--- src/sv/msq_pkg.sv ---
`timescale 1ns / 1ps

package msq_pkg;

  localparam int LINE_SAMPLES_DEF = 4096;
  localparam int MAX_CHANNELS_DEF = 4;

  localparam int PIX_W      = 8;
  localparam int CH_W       = 3;
  localparam int WIDTH_W    = 13;
  localparam int CFG_IDX_W  = 1;
  localparam int CFG_DATA_W = 13;
  localparam int NUM_LINES  = 3;

  // configuration register indexes
  localparam logic [CFG_IDX_W-1:0] REG_CHANNELS = 1'd0;
  localparam logic [CFG_IDX_W-1:0] REG_WIDTH    = 1'd1;

  localparam logic [CH_W-1:0]    CHANNELS_RST = 3'd1;
  localparam logic [WIDTH_W-1:0] WIDTH_RST    = 13'd640;

  typedef logic [PIX_W-1:0] pix_t;
  typedef logic [1:0]       buf_idx_t;

  typedef enum logic [1:0] {
    PH_FIRST,
    PH_BODY,
    PH_FLUSH
  } phase_t;

  // which physical line plays which role for one request
  typedef struct packed {
    buf_idx_t cur;
    buf_idx_t older;
    buf_idx_t newer;
    logic     use_newer;
  } bufsel_t;

  // results owed by one request
  typedef struct packed {
    logic            emit;
    logic            row_end;
    logic            frame_end;
    logic            left_ok;
    logic [CH_W-1:0] ch;
  } job_t;

  // one column of the neighbourhood, sorted
  typedef struct packed {
    pix_t lo;
    pix_t mid;
    pix_t hi;
  } col_t;

  typedef struct packed {
    pix_t lo_max;
    pix_t mid_med;
    pix_t hi_min;
    logic row_end;
    logic frame_end;
    logic last;
  } m1_t;

  function automatic pix_t min2(input pix_t a, input pix_t b);
    return (a < b) ? a : b;
  endfunction

  function automatic pix_t max2(input pix_t a, input pix_t b);
    return (a > b) ? a : b;
  endfunction

  function automatic pix_t med3(input pix_t a, input pix_t b, input pix_t c);
    return max2(min2(a, b), min2(max2(a, b), c));
  endfunction

  function automatic col_t sort3(input pix_t a, input pix_t b, input pix_t c);
    col_t s;
    s.lo  = min2(min2(a, b), c);
    s.hi  = max2(max2(a, b), c);
    s.mid = med3(a, b, c);
    return s;
  endfunction

  // lowest line index that is neither of the two given
  function automatic buf_idx_t free_buf(input buf_idx_t a, input buf_idx_t b);
    buf_idx_t f;
    if (a != 2'd0 && b != 2'd0) begin
      f = 2'd0;
    end else if (a != 2'd1 && b != 2'd1) begin
      f = 2'd1;
    end else begin
      f = 2'd2;
    end
    return f;
  endfunction

endpackage

--- src/sv/msq_in_if.sv ---
`timescale 1ns / 1ps

interface msq_in_if
  import msq_pkg::*;
();
  logic valid;
  logic ready;
  pix_t sample;
  logic flush;

  modport source (output valid, output sample, output flush, input ready);
  modport sink (input valid, input sample, input flush, output ready);
endinterface

--- src/sv/msq_ctrl.sv ---
`timescale 1ns / 1ps

module msq_ctrl
  import msq_pkg::*;
#(
  parameter  int LINE_SAMPLES = LINE_SAMPLES_DEF,
  parameter  int MAX_CHANNELS = MAX_CHANNELS_DEF,
  localparam int AW           = $clog2(LINE_SAMPLES)
) (
  input  logic                  clk,
  input  logic                  rst_n,
  msq_in_if.sink                in_chan,
  input  logic                  cfg_wr_en,
  input  logic [CFG_IDX_W-1:0]  cfg_index,
  input  logic [CFG_DATA_W-1:0] cfg_data,
  input  logic                  s1_take,
  output logic                  s1_valid,
  output logic [AW-1:0]         s1_addr,
  output pix_t                  s1_sample,
  output bufsel_t               s1_sel,
  output job_t                  s1_job,
  output logic                  rd_en,
  output logic [AW-1:0]         rd_addr
);

  localparam int SW = AW + 1;
  localparam int DW = (SW > WIDTH_W) ? SW : WIDTH_W;
  localparam int PW = DW + CH_W;

  localparam logic [DW-1:0] MAXW1 = DW'(LINE_SAMPLES / 1);
  localparam logic [DW-1:0] MAXW2 = DW'(LINE_SAMPLES / 2);
  localparam logic [DW-1:0] MAXW3 = DW'(LINE_SAMPLES / 3);
  localparam logic [DW-1:0] MAXW4 = DW'(LINE_SAMPLES / 4);

  logic [CH_W-1:0]    chan_r;
  logic [WIDTH_W-1:0] width_r;
  phase_t             ph_r, ph_nxt, eph;
  logic [AW-1:0]      cc_r, cc_nxt;
  buf_idx_t           cur_r, cur_nxt, older_r, older_nxt, newer_r, newer_nxt;

  logic               s1_valid_r;
  logic [AW-1:0]      s1_addr_r;
  pix_t               s1_sample_r;
  bufsel_t            s1_sel_r;
  job_t               s1_job_r;

  logic [CH_W-1:0]    ch_eff;
  logic [DW-1:0]      maxw, wpx;
  logic [PW-1:0]      prod;
  logic [SW-1:0]      size, last_col;
  logic [AW-1:0]      col;
  logic               row_end, accept, ignore, work, in_ready;
  job_t               job;

  // effective row geometry
  always_comb begin
    ch_eff = chan_r;
    if (chan_r == '0) begin
      ch_eff = CH_W'(1);
    end else if (chan_r > CH_W'(MAX_CHANNELS)) begin
      ch_eff = CH_W'(MAX_CHANNELS);
    end
  end

  always_comb begin
    case (ch_eff)
      3'd2:    maxw = MAXW2;
      3'd3:    maxw = MAXW3;
      3'd4:    maxw = MAXW4;
      default: maxw = MAXW1;
    endcase
  end

  always_comb begin
    wpx = DW'(width_r);
    if (wpx < DW'(2)) begin
      wpx = DW'(2);
    end
    if (wpx > maxw) begin
      wpx = maxw;
    end
    prod     = PW'(wpx) * PW'(ch_eff);
    size     = prod[SW-1:0];
    last_col = size - SW'(1);
    col      = (SW'(cc_r) > last_col) ? last_col[AW-1:0] : cc_r;
    row_end  = (SW'(col) == last_col);
  end

  assign in_ready = !s1_valid_r || s1_take;
  assign accept   = in_chan.valid && in_ready;
  assign ignore   = (ph_r == PH_FIRST) && in_chan.flush;
  assign work     = accept && !ignore;

  // next state
  always_comb begin
    ph_nxt    = ph_r;
    cc_nxt    = cc_r;
    cur_nxt   = cur_r;
    older_nxt = older_r;
    newer_nxt = newer_r;
    if (work) begin
      if (row_end) begin
        cc_nxt = '0;
        case (eph)
          PH_FIRST: begin
            ph_nxt    = PH_BODY;
            older_nxt = cur_r;
            newer_nxt = cur_r;
            cur_nxt   = free_buf(cur_r, cur_r);
          end
          PH_BODY: begin
            ph_nxt    = PH_BODY;
            older_nxt = newer_r;
            newer_nxt = cur_r;
            cur_nxt   = free_buf(newer_r, cur_r);
          end
          PH_FLUSH: begin
            ph_nxt = PH_FIRST;
          end
          default: begin
            ph_nxt = PH_FIRST;
          end
        endcase
      end else begin
        ph_nxt = eph;
        cc_nxt = col + AW'(1);
      end
    end
  end

  // outputs of the phase logic
  always_comb begin
    eph = ph_r;
    if (ph_r == PH_BODY && in_chan.flush && cc_r == '0) begin
      eph = PH_FLUSH;
    end
    job.emit      = (eph != PH_FIRST) && (SW'(col) >= SW'(ch_eff));
    job.row_end   = (eph != PH_FIRST) && row_end;
    job.frame_end = (eph == PH_FLUSH) && row_end;
    job.left_ok   = SW'(col) >= (SW'(ch_eff) << 1);
    job.ch        = ch_eff;
  end

  always_ff @(posedge clk) begin
    if (!rst_n) begin
      chan_r     <= CHANNELS_RST;
      width_r    <= WIDTH_RST;
      ph_r       <= PH_FIRST;
      cc_r       <= '0;
      cur_r      <= 2'd0;
      older_r    <= 2'd1;
      newer_r    <= 2'd2;
      s1_valid_r <= 1'b0;
    end else begin
      if (cfg_wr_en) begin
        case (cfg_index)
          REG_CHANNELS: chan_r  <= cfg_data[CH_W-1:0];
          REG_WIDTH:    width_r <= cfg_data[WIDTH_W-1:0];
          default:      ;
        endcase
      end
      ph_r    <= ph_nxt;
      cc_r    <= cc_nxt;
      cur_r   <= cur_nxt;
      older_r <= older_nxt;
      newer_r <= newer_nxt;
      if (work) begin
        s1_valid_r <= 1'b1;
      end else if (s1_take) begin
        s1_valid_r <= 1'b0;
      end
    end
  end

  always_ff @(posedge clk) begin
    if (work) begin
      s1_addr_r             <= col;
      s1_sample_r           <= in_chan.sample;
      s1_sel_r.cur          <= cur_r;
      s1_sel_r.older        <= older_r;
      s1_sel_r.newer        <= newer_r;
      s1_sel_r.use_newer    <= (eph == PH_FLUSH) || in_chan.flush;
      s1_job_r              <= job;
    end
  end

  assign in_chan.ready = in_ready;
  assign s1_valid      = s1_valid_r;
  assign s1_addr       = s1_addr_r;
  assign s1_sample     = s1_sample_r;
  assign s1_sel        = s1_sel_r;
  assign s1_job        = s1_job_r;
  assign rd_en         = work;
  assign rd_addr       = col;

endmodule

--- src/flat_wrapper.sv ---
// flat-port wrapper written by rule: the top's interface ports become plain ports
module msq_ctrl_flat import msq_pkg::*;
#(
  parameter  int LINE_SAMPLES = LINE_SAMPLES_DEF,
  parameter  int MAX_CHANNELS = MAX_CHANNELS_DEF,
  localparam int AW           = $clog2(LINE_SAMPLES)
)
  (clk, rst_n, cfg_wr_en, cfg_index, cfg_data, s1_take, s1_valid, s1_addr, s1_sample, s1_sel, s1_job, rd_en, rd_addr, in_chan_valid, in_chan_sample, in_chan_flush, in_chan_ready);
  msq_in_if in_chan_i ();
  input  logic clk;
  input  logic rst_n;
  input  logic cfg_wr_en;
  input  logic [CFG_IDX_W-1:0] cfg_index;
  input  logic [CFG_DATA_W-1:0] cfg_data;
  input  logic s1_take;
  output logic s1_valid;
  output logic [AW-1:0] s1_addr;
  output pix_t s1_sample;
  output bufsel_t s1_sel;
  output job_t s1_job;
  output logic rd_en;
  output logic [AW-1:0] rd_addr;
  input wire logic [$bits(in_chan_i.valid)-1:0] in_chan_valid;
  input wire logic [$bits(in_chan_i.sample)-1:0] in_chan_sample;
  input wire logic [$bits(in_chan_i.flush)-1:0] in_chan_flush;
  output wire logic [$bits(in_chan_i.ready)-1:0] in_chan_ready;
  assign in_chan_i.valid = in_chan_valid;
  assign in_chan_i.sample = in_chan_sample;
  assign in_chan_i.flush = in_chan_flush;
  assign in_chan_ready = in_chan_i.ready;
  msq_ctrl #(.LINE_SAMPLES(LINE_SAMPLES), .MAX_CHANNELS(MAX_CHANNELS)) u_core (.clk(clk), .rst_n(rst_n), .in_chan(in_chan_i), .cfg_wr_en(cfg_wr_en), .cfg_index(cfg_index), .cfg_data(cfg_data), .s1_take(s1_take), .s1_valid(s1_valid), .s1_addr(s1_addr), .s1_sample(s1_sample), .s1_sel(s1_sel), .s1_job(s1_job), .rd_en(rd_en), .rd_addr(rd_addr));
endmodule
--- config.mk ---
export PLATFORM = sky130hd
export DESIGN_NAME = msq_ctrl_flat
export DESIGN_NICKNAME = d
export VERILOG_FILES = /design/src/sv/msq_pkg.sv /design/src/sv/msq_in_if.sv /design/src/sv/msq_ctrl.sv /design/src/flat_wrapper.sv
export SDC_FILE = /design/constraint.sdc
export NUM_CORES = 1
export LEC_CHECK = 0
export CAP_MARGIN = 20
export CORE_UTILIZATION = 30
export DETAILED_ROUTE_END_ITERATION = 10
export DONT_BUFFER_PORTS = 1
export HOLD_SLACK_MARGIN = 0.15
export PLACE_DENSITY = 0.44
export SYNTH_ARGS = -nofsm -noshare
export SYNTH_HDL_FRONTEND = slang
export SYNTH_SLANG_ARGS = --single-unit
--- constraint.sdc ---
create_clock -name clk -period 11.2 [get_ports clk]
set_clock_uncertainty 0.1 [all_clocks]
set_input_delay 0 -clock clk [delete_from_list [all_inputs] [get_ports clk]]
set_output_delay 0 -clock clk [all_outputs]
set_load 0.1 [all_outputs]
==> results_dict.tcl <==
set metrics [dict create \
    min_delay_path_depth 1 \
    syn-num-nets 708 \
    hold_class "in -> reg" \
    setup_violations 0 \
    pin_count 77 \
    htreeDepth 3 \
    tightest_slew_ns 1.135 \
    nets 738 \
    dpl_cell_area_um2 5698 \
    dieWidth_um 136.7 \
    fin_cells 881 \
    fin_tns_setup_ns 0 \
    hold_path_end "u_core.s1_sample[6]$_DFFE_PP_" \
    clk_latency_ns 0.35 \
    num_antenna_cells 0 \
    firstDrtPassIters 4 \
    reg2reg_depth 35 \
    syn_inst 621 \
    slowest_delay_ns 0.80 \
    crit_required_ns 11.34 \
    outcome "finished, final reports clean" \
    clock_path_buffers 2 \
    grt_setup_unrepaired "false" \
    netlist_area_um2 5443 \
    layout-area-overhead-vs-synth_pct 18.00 \
    seq_area_frac_synth_pct 32.37 \
    die_h_um 136.7 \
    cts_sinks 71 \
    cts_resized 0 \
    crit_type "reg -> reg" \
    synthDistinctLibCells 70 \
    design.die.area_um2 18690 \
    rrSetupSlack_ns 1.28 \
    grt_pass1_vias 4553 \
    syn_area_per_cell_um2 8.764 \
    period_minus_slack_ns 9.920 \
    finalCritPeriodShare_pct 88.57 \
    dp.cells 822 \
    cts_inserted_buffers 9 \
    met2_usage_pct 28.74 \
    dp_hpwl_mm 11.53 \
    cts_tree "built" \
    gp_congestion 0.9267 \
    slew_headroom_pct 24.30 \
    yosys_register_bits 71 \
    grt_pass1_wl_mm 23.92 \
    power_leakage_uw 0.002654 \
    vias 4592 \
    drt_iter0_drc 303 \
    grtUsageMet3_pct 3.074 \
    vias_per_cell 5.212 \
    startpoint_type "flip-flop" \
    yosys_warnings 0 \
    r2r_start "u_core.chan_r[2]$_SDFFE_PN0P_" \
    postRouteAntennaNets 0 \
    endpoint_kind "flip-flop" \
    cp.buffers_inverters 4 \
    synth-edff-count 34 \
    crit_arrival_ns 10.06 \
    antenna_found_initial 0 \
    cap_violations 0 \
    numPortBuffers 0 \
    fmax_mhz 100.8 \
    start_util_pct 31.14 \
    reg2reg_to "u_core.cc_r[10]$_SDFFE_PN0P_" \
    rows 48 \
    hold_viol_final 0 \
    remaining_drc_errors 0 \
    drv_slew 0 \
    ir_drop_v 0.00008307 \
    routed_wl_mm 14.96 \
    grt_most_used_layer "met2" \
    hp-start "in_chan_sample[6]" \
    grtUsageMet1_pct 20.97 \
    grt_max_degree 42 \
    ctsRootBufferMaster "clkbuf_16" \
    path_clk_slew_ns 0.07 \
    power_density_nw_per_um2 145.1 \
    core_area_um2 17480 \
    crit_fanout 17 \
    grt.overflow.total 0 \
    wl_per_cell_um 16.98 \
    crit_family "compound AO/OA/AOI/OAI gates" \
    final_layout_size_suffix_gt1_share_pct 7.622 \
    synth_ff_type "dfxtp_1" \
    cp_slowest_cell "o311ai_0" \
    synth_async_sr_flop_share_pct 0 \
    grt_use_total_pct 16.64 \
    crit_top_cell "ha_1" \
    final_area_um2 6422 \
]
## layer usage
metal	share of wire (%)	vias to the layer above	wire length, um
met2	48	113	7154
li1	-	2286	-
met3	4.6	17	681
met5	0	-	0
met4	1.4	0	212
met1	46	2176	6915
## repair_timing
action,CTS,global route
hold buffers,43,0
buffers inserted,0,0
endpoints found under the hold margin,47,0
## worst max path at each step
stage	from	to	slack (ns)	cells after the start
after floorplan	u_core.chan_r[2]$_SDFFE_PN0P_	u_core.cc_r[10]$_SDFFE_PN0P_	1.47	38
after global placement	u_core.chan_r[2]$_SDFFE_PN0P_	u_core.cc_r[10]$_SDFFE_PN0P_	1.19	34
after detailed placement	u_core.chan_r[2]$_SDFFE_PN0P_	u_core.cc_r[10]$_SDFFE_PN0P_	1.36	37
after CTS	u_core.chan_r[2]$_SDFFE_PN0P_	u_core.cc_r[10]$_SDFFE_PN0P_	1.37	37
after global routing	u_core.chan_r[2]$_SDFFE_PN0P_	u_core.cc_r[10]$_SDFFE_PN0P_	0.40	37
final	u_core.chan_r[2]$_SDFFE_PN0P_	u_core.cc_r[10]$_SDFFE_PN0P_	1.28	35
## cells in the mapped netlist, drive strengths merged (3+ instances only)
cell / instances / area share, %
nand3: 23 / 2.1
o21ai: 36 / 3.3
and2: 12 / 1.4
nor2: 28 / 2.0
a211oi: 6 / 0.92
fa: 11 / 4.0
ha: 48 / 11
inv: 54 / 3.7
xor2: 9 / 1.4
nor4: 10 / 1.3
nand2: 88 / 6.1
and3: 8 / 0.92
mux2i: 16 / 2.9
and4: 3 / 0.48
dfxtp: 37 / 14
nor2b: 8 / 0.92
or3: 3 / 0.34
xnor2: 22 / 3.5
o21a: 4 / 0.55
buf: 7 / 0.97
a21o: 6 / 0.83
mux2: 8 / 1.7
nand4: 7 / 0.80
nand2b: 5 / 0.57
a211o: 4 / 0.64
a31oi: 7 / 0.80
a21oi: 31 / 2.9
o211ai: 7 / 1.1
nor3: 11 / 1.1
or4: 4 / 0.62
edfxtp: 34 / 19
a22o: 4 / 0.64
clkbuf: 25 / 1.7
## placed cells by master, fill, tap and decap left out, types with 4 or more instances in the layout
cell,Yosys,layout
dlygate4sd3_1,0,43
mux2_2,6,6
and3_1,8,8
mux2i_1,16,13
nand3_1,23,23
dfxtp_1,37,37
a21oi_1,30,30
a211oi_1,5,5
edfxtp_1,34,34
xor2_1,9,9
buf_4,0,7
fa_1,11,11
and2_1,12,12
nand2b_1,5,5
nand4_1,7,7
nor4_1,9,9
nand2_1,88,88
o21ai_0,21,20
a31oi_1,7,7
clkbuf_16,0,9
ha_1,48,48
nor2_1,27,27
a22o_1,4,4
inv_1,54,54
o211ai_1,6,6
o21a_1,4,4
a211o_1,4,4
nor3_1,10,10
a21o_1,6,6
xnor2_1,22,22
nor2b_1,8,8
o21ai_1,15,12
o21ai_2,0,4
## cells by family after synthesis
kind of cell | count (synthesis) | synth area share [%]
AOI/OAI and AO/OA | 133 | 16.99
xor gates and xnor gates | 31 | 4.988
adders and majority gates | 59 | 15.08
buffers and inverters | 87 | 6.482
DFF | 71 | 32.37
muxes | 24 | 4.598
and+or+nand+nor | 216 | 19.49
## layout make-up
cell class                 count  area, um^2
sequential                    71        1762
fill                        1759       11050
timing repair buffer          51       486.7
clock inverter                 7       68.82
inverter                      55       206.4
multi-input combinational    463        3392
clock buffer                   9       225.2
tap                          225       281.5
## sequential cells by signal (all words and copies together), names as in the netlist, 3 cells and up
| register | count |
|---|---|
| u_core.chan_r | 3 |
| u_core.s1_job | 7 |
| u_core.cc_r | 12 |
| u_core.s1_sample | 8 |
| u_core.width_r | 13 |
| u_core.s1_sel | 7 |
| u_core.s1_addr | 12 |
## per-stage QoR
stage | utilization, % | worst slack (ns) | hold WS, ns | power, uW
final | 36.75 | 1.280 | 0.1763 | 931.7
after global placement | 32.58 | 1.185 | -0.02486 | 634.3
after detailed placement | 32.60 | 1.360 | -0.01879 | 636.7
after floorplan | - | 1.471 | -0.001131 | 553.9
after CTS | 36.75 | 1.372 | 0.1635 | 939.6
after global routing | 36.75 | 0.4033 | 0.1699 | 983.2
## power breakdown
part / switching (uW) / internal (uW) / leakage [uW]
Combinational: 200 / 123 / 0.00189
Sequential: 41.6 / 280 / 0.000618
Clock: 129 / 157 / 0.000147
Total: 370 / 561 / 0.00265
## worst reg2reg max path, delay by kind of cell, from the launching register on
family          cells  cell delay (ns)
compound gates     13             3.65
xor+xnor            1             0.09
fa+ha+maj           6             2.26
buf+inv             4             1.01
flops               1             0.57
mux                 2             0.40
simple gates        9             1.72
Note: power is estimated with default switching activity, not from simulation.
