`config.mk`:
```
export PLATFORM = sky130hd
export DESIGN_NAME = msq_column
export DESIGN_NICKNAME = d
export VERILOG_FILES = /design/src/sv/msq_pkg.sv /design/src/sv/msq_column.sv
export SDC_FILE = /design/constraint.sdc
export NUM_CORES = 1
export LEC_CHECK = 0
export BUFFER_PORTS_ARGS = -buffer_cell sky130_fd_sc_hd__clkbuf_2
export CAP_MARGIN = 10
export CORE_ASPECT_RATIO = 1.2
export CORE_MARGIN = 2
export CORE_UTILIZATION = 50
export CTS_CLUSTER_DIAMETER = 50
export DETAILED_ROUTE_END_ITERATION = 7
export PLACE_DENSITY = 0.82
export SYNTH_ARGS = -nofsm -noshare
export SYNTH_HDL_FRONTEND = slang
export SYNTH_SLANG_ARGS = --single-unit
```
`constraint.sdc`:
```
create_clock -name clk -period 7.6 [get_ports clk]
set_clock_uncertainty 0.15 [all_clocks]
set_input_delay 0.76 -clock clk [delete_from_list [all_inputs] [get_ports clk]]
set_output_delay 0.76 -clock clk [all_outputs]
set_load 0.03 [all_outputs]
```
`src/sv/msq_pkg.sv`:
```
`timescale 1ns / 1ps

package msq_pkg;

  localparam int LINE_SAMPLES_DEF = 4096;
  localparam int MAX_CHANNELS_DEF = 4;

  localparam int PIX_W      = 8;
  localparam int CH_W       = 3;
  localparam int WIDTH_W    = 13;
  localparam int CFG_IDX_W  = 1;
  localparam int CFG_DATA_W = 13;
  localparam int NUM_LINES  = 3;

  // configuration register indexes
  localparam logic [CFG_IDX_W-1:0] REG_CHANNELS = 1'd0;
  localparam logic [CFG_IDX_W-1:0] REG_WIDTH    = 1'd1;

  localparam logic [CH_W-1:0]    CHANNELS_RST = 3'd1;
  localparam logic [WIDTH_W-1:0] WIDTH_RST    = 13'd640;

  typedef logic [PIX_W-1:0] pix_t;
  typedef logic [1:0]       buf_idx_t;

  typedef enum logic [1:0] {
    PH_FIRST,
    PH_BODY,
    PH_FLUSH
  } phase_t;

  // which physical line plays which role for one request
  typedef struct packed {
    buf_idx_t cur;
    buf_idx_t older;
    buf_idx_t newer;
    logic     use_newer;
  } bufsel_t;

  // results owed by one request
  typedef struct packed {
    logic            emit;
    logic            row_end;
    logic            frame_end;
    logic            left_ok;
    logic [CH_W-1:0] ch;
  } job_t;

  // one column of the neighbourhood, sorted
  typedef struct packed {
    pix_t lo;
    pix_t mid;
    pix_t hi;
  } col_t;

  typedef struct packed {
    pix_t lo_max;
    pix_t mid_med;
    pix_t hi_min;
    logic row_end;
    logic frame_end;
    logic last;
  } m1_t;

  function automatic pix_t min2(input pix_t a, input pix_t b);
    return (a < b) ? a : b;
  endfunction

  function automatic pix_t max2(input pix_t a, input pix_t b);
    return (a > b) ? a : b;
  endfunction

  function automatic pix_t med3(input pix_t a, input pix_t b, input pix_t c);
    return max2(min2(a, b), min2(max2(a, b), c));
  endfunction

  function automatic col_t sort3(input pix_t a, input pix_t b, input pix_t c);
    col_t s;
    s.lo  = min2(min2(a, b), c);
    s.hi  = max2(max2(a, b), c);
    s.mid = med3(a, b, c);
    return s;
  endfunction

  // lowest line index that is neither of the two given
  function automatic buf_idx_t free_buf(input buf_idx_t a, input buf_idx_t b);
    buf_idx_t f;
    if (a != 2'd0 && b != 2'd0) begin
      f = 2'd0;
    end else if (a != 2'd1 && b != 2'd1) begin
      f = 2'd1;
    end else begin
      f = 2'd2;
    end
    return f;
  endfunction

endpackage

```
`src/sv/msq_column.sv`:
```
`timescale 1ns / 1ps

module msq_column
  import msq_pkg::*;
#(
  parameter  int LINE_SAMPLES = LINE_SAMPLES_DEF,
  localparam int AW           = $clog2(LINE_SAMPLES)
) (
  input  logic          clk,
  input  logic          rst_n,
  input  logic          s1_valid,
  input  logic [AW-1:0] s1_addr,
  input  pix_t          s1_sample,
  input  bufsel_t       s1_sel,
  input  job_t          s1_job,
  input  pix_t          rd_data [NUM_LINES],
  output logic          s1_take,
  output logic          wr_en,
  output buf_idx_t      wr_buf,
  output logic [AW-1:0] wr_addr,
  output pix_t          wr_data,
  input  logic          s2_take,
  output logic          s2_valid,
  output col_t          s2_col,
  output job_t          s2_job
);

  logic s2_valid_r;
  pix_t s2_old_r, s2_new_r, s2_cur_r;
  job_t s2_job_r;
  pix_t old_pix, new_pix, cur_pix;

  assign old_pix = rd_data[s1_sel.older];
  assign new_pix = rd_data[s1_sel.newer];
  // flush items repeat the row above
  assign cur_pix = s1_sel.use_newer ? new_pix : s1_sample;

  assign s1_take = s1_valid && (!s2_valid_r || s2_take);

  assign wr_en   = s1_take;
  assign wr_buf  = s1_sel.cur;
  assign wr_addr = s1_addr;
  assign wr_data = cur_pix;

  always_ff @(posedge clk) begin
    if (!rst_n) begin
      s2_valid_r <= 1'b0;
    end else if (s1_take) begin
      s2_valid_r <= 1'b1;
    end else if (s2_take) begin
      s2_valid_r <= 1'b0;
    end
  end

  always_ff @(posedge clk) begin
    if (s1_take) begin
      s2_old_r <= old_pix;
      s2_new_r <= new_pix;
      s2_cur_r <= cur_pix;
      s2_job_r <= s1_job;
    end
  end

  assign s2_valid = s2_valid_r;
  assign s2_col   = sort3(s2_old_r, s2_new_r, s2_cur_r);
  assign s2_job   = s2_job_r;

endmodule

```
==> results by group, run 1 <==
Detailed routing
  • Routed Wire Length: 6896 µm
  • Wire length per cell: 14.58 µm
  • DR iter-0 viols: 144
  • Routed via count: 2593
  • Vias per cell: 5.482
  • Number of routed nets with antenna violations: 0
  • DR DRC count: 0
  • DR pass1 iterations: 4

Critical path
  • Critical setup path kind: flip-flop to output pin
  • CP startpoint kind: flip-flop
  • Crit end category: output pin
  • R2r worst-path depth: 3
  • WP data required: 6.69 ns
  • Worst-path fanout max: 21
  • Crit path top cell by count: ha_1
  • Slowest-stage cell, CP: o21ai_1
  • CP Data Arrival Time: 5.66 ns
  • Crit path launch: s2_old_r[1]
  • Buf/Inv on CP: 2
  • Crit-path cells: ha_1 > nand2b_4 > a21oi_4 > o21a_1 > o21ai_4 > mux2_4 > ha_1 > and4_1 > nand3_1 > o221ai_1 > buf_4 > nand2_1 > o21ai_1 > ha_1 > a21o_1 > a21oi_1 > nand2b_1 > o21ai_1 > nor2b_1 > a221o_1 > clkbuf_2
  • R2R Setup Slk: 6.12 ns
  • CP peak stage delay: 0.54 ns
  • Stages on worst setup path: 21
  • Worst setup path endpoint: s2_col[10]
  • Worst r2r dst: s2_old_r[2]
  • Worst R2R Start: s2_valid
  • Worst path top cell family by delay: compound AO/OA/AOI/OAI gates

Synth
  • Yosys cell types: 43
  • Post-synth EDFFs: 31
  • Flops & latches, synth: 32
  • Synthesis Warnings: 0
  • Post-Synthesis Net Count: 412
  • Post-synth top flop: edfxtp_1
  • Post-synthesis cell area: 3047 µm²
  • Avg Cell Area, Syn: 9.551 µm²
  • Cells after synthesis: 319
  • Sequential fraction of the synthesis area: 31.21%
  • Async SR Flop Fraction: 0%

Layout
  • Area Growth Syn to Fin: 15.73%
  • Layout cell share with drive strength beyond 1: 34.78%
  • Antenna cells: 0
  • Layout fillers: 534
  • Final Net Count: 483

STA
  • Setup Viol. Count Final: 0
  • Fin. max-slew vios: 0
  • Relative slew slack: 54.55%
  • Max Fclk: 152.3 MHz
  • Final min period: 6.567 ns
  • Unrepaired setup endpoints after global routing: false
  • Final Hold Violating Endpoints: 0
  • Setup slack after layout: 1.033 ns
  • Setup TNS: 0 ns
  • Worst-margin pin slew: 0.6772 ns
  • Period utilization: 86.41%

Place
  • Gpl congestion: 0.9087
  • Post-place setup slack: 1.361 ns
  • Post-DP HPWL: 5849 µm
  • Port buffer count: 89

GRT
  • Total Routing Usage GR: 20.91%
  • Initial antenna violation count: 0
  • Largest net degree at the start of global routing: 32
  • GRT overflow: 0
  • Global-route wire length before repair: 10730 µm
  • Number of global-route vias before repair: 2362

CTS
  • Clk Latency, worst-skew pair: 0.28 ns
  • Post-CTS setup buffers: 0
  • Cts hold-fix bufs: 0
  • TritonCTS Sinks: 32
  • H-tree depth: 2
  • Cts repair resizes: 0
  • TritonCTS clock tree: yes
  • CTS clk-pin slew, worst paths: 0.06 ns
  • Clk Tree Root Cell: clkbuf_8
  • Longest Clk Path Bufs: 2
  • Num CTS Buffers: 5

Floorplanning
  • DIE WIDTH: 75.26 µm
  • Starting Density: 51.01%
  • Die H: 89.51 µm
  • I/O pin cnt: 118
  • Die ar.: 6737 µm²
  • Num rows: 31
  • Core area: 5973 µm²

Pwr
  • Max IR drop VDD: 0.1379 mV
  • P_leak: 1.709 nW
  • Pwr Density: 256.0 nW/µm²
  • Power Total: 0.9025 mW

Worst hold path
  • Hold path cells: 2
  • Hold Path Class: flip-flop to flip-flop

Outcome
  • Status: complete, no violations

Run
  • Max-cap violations: 0
cells in the mapped netlist, types with 8 or more instances:
| cell type | count | share of area, % |
|---|---|---|
| o21ai_1 | 28 | 4.6 |
| a221o_1 | 8 | 2.6 |
| nand2_1 | 44 | 5.4 |
| a21oi_1 | 18 | 3.0 |
| nand3_1 | 9 | 1.5 |
| ha_1 | 31 | 13 |
| mux2i_1 | 19 | 6.2 |
| inv_1 | 20 | 2.5 |
| mux2_2 | 13 | 4.8 |
| edfxtp_1 | 31 | 31 |
| mux2_4 | 12 | 5.9 |
| buf_4 | 15 | 3.7 |
cell families after synthesis:
kind of cell               synth area share, %
AOI/OAI and AO/OA                        19.22
adders and majority gates                12.73
buffers and inverters                    8.337
DFF                                      31.21
muxes                                    16.96
and+or+nand+nor                          11.54
tightest hold or removal path, delay by kind of cell (launching register included):
kind | cells | cell delay (ns)
compound gates | 1 | 0.16
flops | 1 | 0.31
simple gates | 1 | 0.14
layout by cell type, fill, tap and decap left out, types with 2 or more instances in the layout:
cell type | Yosys | final
clkbuf_2 | 0 | 89
nand2_1 | 44 | 44
ha_1 | 31 | 31
edfxtp_1 | 31 | 31
o21ai_1 | 28 | 28
inv_1 | 20 | 20
mux2i_1 | 19 | 19
a21oi_1 | 18 | 18
mux2_2 | 13 | 13
mux2_4 | 12 | 12
nand3_1 | 9 | 9
a221o_1 | 8 | 8
nor2b_1 | 7 | 6
a21o_1 | 6 | 6
o21ai_0 | 6 | 6
o211ai_1 | 6 | 6
o21a_1 | 5 | 5
clkbuf_8 | 0 | 5
nor2_1 | 4 | 4
inv_2 | 3 | 3
o21ai_4 | 2 | 2
nand2b_1 | 2 | 2
clkbuf_1 | 7 | 2
buf_4 | 15 | 2
cell type report:
| type | instances | area (µm²) | share of cell area (%) |
|---|---|---|---|
| multi-input cells | 237 | 1844 | 52.31 |
| flip-flops and latches | 32 | 950.9 | 26.97 |
| repair buffers | 91 | 460.4 | 13.06 |
| well taps | 82 | 102.6 | 2.910 |
| inverters | 23 | 86.33 | 2.449 |
| clock buffers | 7 | 76.32 | 2.165 |
| clock inverters | 1 | 5.005 | 0.1419 |
registers in the layout, summed over array words and instances (netlist names):
signal and count:
s2_cur_r 8, s2_valid 1, s2_new_r 8, s2_old_r 8
s2_job 7
per-layer routing:
| metal | track usage [%] | routed length, µm |
|---|---|---|
| met5 | 0 | 0 |
| met4 | 7.496 | 77 |
| met3 | 2.480 | 329 |
| met2 | 38.68 | 3697 |
| met1 | 24.51 | 2793 |
worst min-delay path by stage:
stage                     startpoint        end  slack, ns
final                       s2_valid   s2_valid       0.50
after global routing       s1_job[6]  s2_job[6]       0.49
after CTS                  s1_job[5]  s2_job[5]       0.49
after detailed placement    s2_valid   s2_valid       0.49
after global placement      s2_valid   s2_valid       0.48
after floorplan             s2_valid   s2_valid       0.61
power by group:
group | switching (mW) | total [mW] | leakage [nW] | internal (mW)
logic | 0.354 | 0.561 | 1.35 | 0.208
registers | 0.0116 | 0.222 | 0.313 | 0.211
clock network | 0.0547 | 0.119 | 0.0422 | 0.0640
per-stage QoR:
step | instance area, µm² | hold slack [ns] | util [%] | instances
after global placement | 3445 | 0.4807 | 57.67 | 465
final | 3526 | 0.4981 | 59.03 | 473
after floorplan | 3047 | 0.6118 | - | 319
after CTS | 3526 | 0.4947 | 59.03 | 473
after global routing | 3526 | 0.4895 | 59.03 | 473
after detailed placement | 3445 | 0.4932 | 57.67 | 465
Note: power is estimated with default switching activity, not from simulation.
==> run 2: changes to the inputs <==
--- a/config.mk
+++ b/config.mk
@@ -13,6 +13,7 @@
 export CTS_CLUSTER_DIAMETER = 50
 export DETAILED_ROUTE_END_ITERATION = 7
 export PLACE_DENSITY = 0.82
+export RECOVER_POWER = 100
 export SYNTH_ARGS = -nofsm -noshare
 export SYNTH_HDL_FRONTEND = slang
 export SYNTH_SLANG_ARGS = --single-unit
==> constraint.sdc (replaced) <==
create_clock -name clk -period 6.45 [get_ports clk]
set_clock_uncertainty 0.15 [all_clocks]
set_input_delay 0.645 -clock clk [delete_from_list [all_inputs] [get_ports clk]]
set_output_delay 0.645 -clock clk [all_outputs]
set_load 0.03 [all_outputs]
==> results by group, run 2 (synthesis results as in run 1) <==
GRT
  • GRT met2 Usage: 36.36%
  • Global-route wire length before repair: 10940 µm
  • Met1 usage: 25.37%
  • Initial antenna violation count: 0
  • Number of global-route vias before repair: 2421
  • Largest net degree at the start of global routing: 32
  • Total Routing Usage GR: 21.20%
  • GRT overflow: 0
  • Met3 Use GR: 2.931%
  • Most Used Layer, Global Route: met2

Critical path
  • Worst path top cell family by delay: compound AO/OA/AOI/OAI gates
  • Buf/Inv on CP: 3
  • WP data required: 5.65 ns
  • Worst r2r dst: s2_old_r[2]
  • Critical setup path kind: flip-flop to output pin
  • CP peak stage delay: 0.41 ns
  • CP Data Arrival Time: 5.31 ns
  • Crit path top cell by count: ha_1
  • CP startpoint kind: flip-flop
  • Crit end category: output pin
  • R2r worst-path depth: 3
  • Worst R2R Start: s2_valid
  • Crit-path cells: ha_1 > a21o_1 > o21a_1 > o21ai_4 > mux2i_1 > inv_2 > ha_1 > a21oi_1 > o221ai_1 > buf_4 > o21ai_0 > ha_1 > a21o_1 > a21oi_1 > nand2b_1 > o21ai_2 > and2_1 > a221o_1 > clkbuf_2
  • R2R Setup Slk: 4.12 ns
  • Stages on worst setup path: 19
  • Worst-path fanout max: 21
  • Slowest-stage cell, CP: edfxtp_1

Layout
  • Layout cell share with drive strength beyond 1: 25.00%
  • Top Registers: s2_cur_r: 8 flops, s2_new_r: 8 flops, s2_old_r: 8 flops
  • Antenna cells: 0
  • Fin cells: 474
  • Commonest non-fill, non-tap cell in the layout: clkbuf_2
  • Most frequent cells in the layout: 57 x clkbuf_2, 44 x nand2_1, 33 x clkbuf_1
  • Final core utilization: 58.88%
  • Final Net Count: 484
  • Area Growth Syn to Fin: 15.44%
  • Fin area: 3517 µm²

CTS
  • Post-CTS setup buffers: 0
  • Cts hold-fix bufs: 0
  • Clk Tree Root Cell: clkbuf_8
  • TritonCTS clock tree: yes
  • Num CTS Buffers: 5
  • Longest Clk Path Bufs: 2
  • Cts repair resizes: 0
  • CTS clk-pin slew, worst paths: 0.07 ns
  • H-tree depth: 2
  • TritonCTS Sinks: 32
  • Clk Latency, worst-skew pair: 0.28 ns

Pwr
  • P_leak: 1.632 nW
  • Pwr Density: 316.8 nW/µm²
  • Max IR drop VDD: 0.1992 mV

Detailed routing
  • Wire length per cell: 14.73 µm
  • Number of routed nets with antenna violations: 0
  • Vias per cell: 5.403
  • Routed via count: 2561
  • DR pass1 iterations: 4
  • DR DRC count: 0
  • DR iter-0 viols: 118
  • Routed Wire Length: 6980 µm

Floorplanning
  • Num rows: 31
  • Die ar.: 6737 µm²
  • Die H: 89.51 µm
  • DIE WIDTH: 75.26 µm
  • Starting Density: 51.01%
  • Core area: 5973 µm²
  • I/O pin cnt: 118

STA
  • Final min period: 6.102 ns
  • Period utilization: 94.60%
  • Setup slack after layout: 0.3483 ns
  • Setup Viol. Count Final: 0
  • Relative slew slack: -1.869%
  • Fin. max-slew vios: 32
  • Worst-margin pin slew: 1.528 ns
  • Setup TNS: 0 ns
  • Unrepaired setup endpoints after global routing: false
  • Final Hold Violating Endpoints: 0
  • Max Fclk: 163.9 MHz

Place
  • Inst Count DP: 466
  • Gpl congestion: 0.9555
  • Post-place setup slack: 0.4288 ns
  • Post-DP HPWL: 5812 µm
  • Port buffer count: 89
  • Placed Area: 3452 µm²

Outcome
  • Status: finished, violations left
  • Failing checks: capacitance limit, slew limit

Worst hold path
  • Hold Path Class: input pin to flip-flop
  • Hold path cells: 1
  • Hold Crit Start: s1_job[1]
  • Min-Delay Endpoint: s2_job[1]

Run
  • Max-cap violations: 2
-- run 2: cell types whose count changed in the layout (fill, tap and decap cells not counted) --
cell | before | now
o21ai_2 | 1 | 2
mux2_2 | 13 | 5
bufinv_16 | 0 | 1
nor2b_2 | 1 | 0
clkbuf_1 | 2 | 33
o21ai_4 | 2 | 1
nor2b_4 | 0 | 1
mux2_1 | 0 | 8
clkbuf_2 | 89 | 57
o21ai_1 | 28 | 11
o21ai_0 | 6 | 23
clkinvlp_4 | 0 | 1
-- run 2: cell type report --
class,count,area [µm²]
inverters,23,86.33
clock inverters,3,42.54
repair buffers,92,424.2
clock buffers,5,68.82
well taps,82,102.6
fillers,557,2456
multi-input cells,237,1842
flip-flops and latches,32,950.9
-- run 2: power by group --
| group | internal (mW) | leakage (nW) | total (mW) | switching (mW) |
|---|---|---|---|---|
| combinational | 0.243 | 1.26 | 0.667 | 0.423 |
| clock | 0.114 | 0.0541 | 0.186 | 0.0718 |
| sequential | 0.249 | 0.313 | 0.262 | 0.0131 |
| total | 0.606 | 1.63 | 1.11 | 0.508 |
-- run 2: per-layer routing --
metal / up-vias / part of all wire (%)
li1: 1292 / -
met1: 1153 / 42
met2: 98 / 50
met3: 18 / 4.8
met4: 0 / 3.5
met5: - / 0
-- run 2: worst max path at each step --
stage,startpoint,endpoint,slack [ns]
floorplan,s2_old_r[1],s2_col[8],0.75
global placement,s2_old_r[3],s2_col[9],0.62
detailed placement,s2_old_r[1],s2_col[12],0.43
CTS,s2_old_r[1],s2_col[12],0.10
global route,s2_old_r[3],s2_col[9],0.05
finish,s2_old_r[3],s2_col[12],0.35
-- run 2: per-stage QoR --
| stage | hold slack, ns | power [mW] |
|---|---|---|
| 2_1_floorplan | 0.5939 | 0.7864 |
| 3_3_place_gp | 0.4805 | 0.9227 |
| 3_5_place_dp | 0.4914 | 0.9356 |
| 4_1_cts | 0.3759 | 1.123 |
| 5_1_grt | 0.3713 | 1.187 |
| 6_report | 0.3856 | 1.114 |
-- run 2: worst register-to-register path, delay by kind of cell (launching register included) --
kind                   cells  cell delay [ns]
and+or+nand+nor            2             0.32
DFF                        1             0.31
buffers and inverters      1             1.14
==> run 3: changes to the inputs <==
--- a/config.mk
+++ b/config.mk
@@ -12,7 +12,7 @@
 export CORE_UTILIZATION = 50
 export CTS_CLUSTER_DIAMETER = 50
 export DETAILED_ROUTE_END_ITERATION = 7
-export PLACE_DENSITY = 0.82
+export PLACE_DENSITY = 0.78
 export RECOVER_POWER = 100
 export SYNTH_ARGS = -nofsm -noshare
 export SYNTH_HDL_FRONTEND = slang
==> results by group, run 3 (synthesis results as in run 1) <==
Critical path
  • Worst path top cell family by delay: compound AO/OA/AOI/OAI gates
  • Critical setup path kind: flip-flop to output pin
  • Slowest-stage cell, CP: edfxtp_1
  • CP startpoint kind: flip-flop
  • Buf/Inv on CP: 3
  • Worst-path fanout max: 21
  • Crit-path cells: ha_1 > a21o_1 > o21a_2 > o21ai_4 > buf_4 > mux2_4 > ha_1 > and4_1 > nand3_1 > o221ai_1 > buf_4 > nand2_1 > o21ai_1 > ha_1 > a21o_1 > a21oi_1 > nand2b_1 > o21ai_2 > and2_1 > a221o_1 > clkbuf_2
  • Crit end category: output pin
  • CP peak stage delay: 0.44 ns
  • WP data required: 5.65 ns
  • CP Data Arrival Time: 5.23 ns
  • Crit path top cell by count: ha_1

STA
  • Hold Worst Slack: 0.3856 ns
  • Period utilization: 93.40%
  • Fin. max-slew vios: 41
  • Unrepaired setup endpoints after global routing: false
  • Final min period: 6.025 ns
  • Setup slack after layout: 0.4255 ns
  • Final Hold Violating Endpoints: 0
  • Worst-margin pin slew: 1.578 ns
  • Relative slew slack: -5.170%
  • Max Fclk: 166.0 MHz
  • Setup Viol. Count Final: 0
  • Setup TNS: 0 ns

Place
  • Port buffer count: 89
  • Gpl congestion: 0.8648
  • Post-DP HPWL: 5785 µm
  • Post-place setup slack: 0.4840 ns

CTS
  • Longest Clk Path Bufs: 2
  • Clk Latency, worst-skew pair: 0.28 ns
  • H-tree depth: 2
  • Clk Tree Root Cell: clkbuf_8
  • CTS clk-pin slew, worst paths: 0.07 ns
  • TritonCTS clock tree: yes
  • TritonCTS Sinks: 32
  • Num CTS Buffers: 5

Layout
  • Area of the multi-input gates: 1846 µm²
  • Final Net Count: 487
  • Layout fillers: 527
  • Most frequent cells in the layout: 58 x clkbuf_2, 44 x nand2_1, 33 x clkbuf_1
  • Antenna cells: 0
  • Top Registers: s2_cur_r: 8 flops, s2_new_r: 8 flops, s2_old_r: 8 flops
  • Layout cell share with drive strength beyond 1: 26.08%
  • Commonest non-fill, non-tap cell in the layout: clkbuf_2
  • Area Growth Syn to Fin: 16.63%
  • Area occupied by registers: 950.9 µm²

GRT
  • GRT overflow: 0
  • Initial antenna violation count: 0
  • Global-route wire length before repair: 10810 µm
  • Number of global-route vias before repair: 2434
  • Total Routing Usage GR: 20.95%
  • Largest net degree at the start of global routing: 33

Detailed routing
  • Routed Wire Length: 7269 µm
  • DR iter-0 viols: 201
  • DR DRC count: 0
  • DR pass1 iterations: 4
  • Vias per cell: 5.566
  • Wire length per cell: 15.24 µm
  • Routed via count: 2655
  • Number of routed nets with antenna violations: 0

Floorplanning
  • DIE WIDTH: 75.26 µm
  • Num rows: 31
  • I/O pin cnt: 118
  • Die H: 89.51 µm
  • Die ar.: 6737 µm²
  • Core area: 5973 µm²
  • Starting Density: 51.01%

Pwr
  • Pwr Density: 317.8 nW/µm²
  • P_leak: 1.657 nW
  • Max IR drop VDD: 0.1608 mV

Run
  • Max-cap violations: 2

Outcome
  • Status: finished, violations left
  • Failing checks: capacitance limit, slew limit

Worst hold path
  • Hold Path Class: input pin to flip-flop
## run 3: cell types whose count changed in the layout (fill, tap and decap cells not counted)
cell,before,now
o21a_1,5,4
buf_12,0,1
o21a_2,0,1
clkinvlp_4,1,0
o21ai_1,11,12
nor2b_2,0,1
clkbuf_2,57,58
buf_4,2,4
nor2b_1,6,5
o21ai_0,23,22
## run 3: path summary, 6_finish.rpt
path              slack (ns)           to  depth (start not counted)   startpoint
setup / recovery        0.43   s2_col[14]                         21  s2_old_r[3]
hold / removal          0.39    s2_job[5]                          1    s1_job[5]
setup reg to reg        4.17  s2_old_r[1]                          3     s2_valid
hold reg to reg         0.49     s2_valid                          2     s2_valid
## run 3: what timing repair did
item,in CTS,in global routing
resized for setup,0,4
buffers inserted,0,3
hold buffers,0,0
endpoints found under the setup margin,0,7
## run 3: per-stage QoR
step                util, %  total power [mW]  cell area, µm²  cells
floorplan                 -            0.7864            3047    319
global placement      57.79            0.9226            3452    466
detailed placement    57.79            0.9330            3452    466
CTS                   59.59             1.124            3560    474
global route          59.49             1.194            3553    477
finish                59.49             1.129            3553    477
## run 3: power by group
group / internal, mW / leakage [nW] / total [mW] / switching (mW)
combinational: 0.252 / 1.29 / 0.680 / 0.427
clock: 0.115 / 0.0552 / 0.187 / 0.0724
sequential: 0.249 / 0.313 / 0.262 / 0.0138
total: 0.616 / 1.66 / 1.13 / 0.513
## run 3: worst reg2reg max path, stage by stage (launching register included)
cell and delay, ns:
dfxtp_1 0.31, nor2b_1 0.14, nor2b_2 0.12, clkbuf_1 1.15
## run 3: layer usage
layer	share of wire, %	track usage, %
met1	40	24.63
met2	53	38.92
met3	4.8	2.029
met4	1.7	7.656
met5	0	0
## run 3: area by class of cell
cell class	instances	area share (%)
repair buffers	95	12.96
inverters	23	2.430
multi-input cells	237	51.94
clock buffers	6	2.042
well taps	82	2.887
clock inverters	2	0.9859
flip-flops and latches	32	26.76
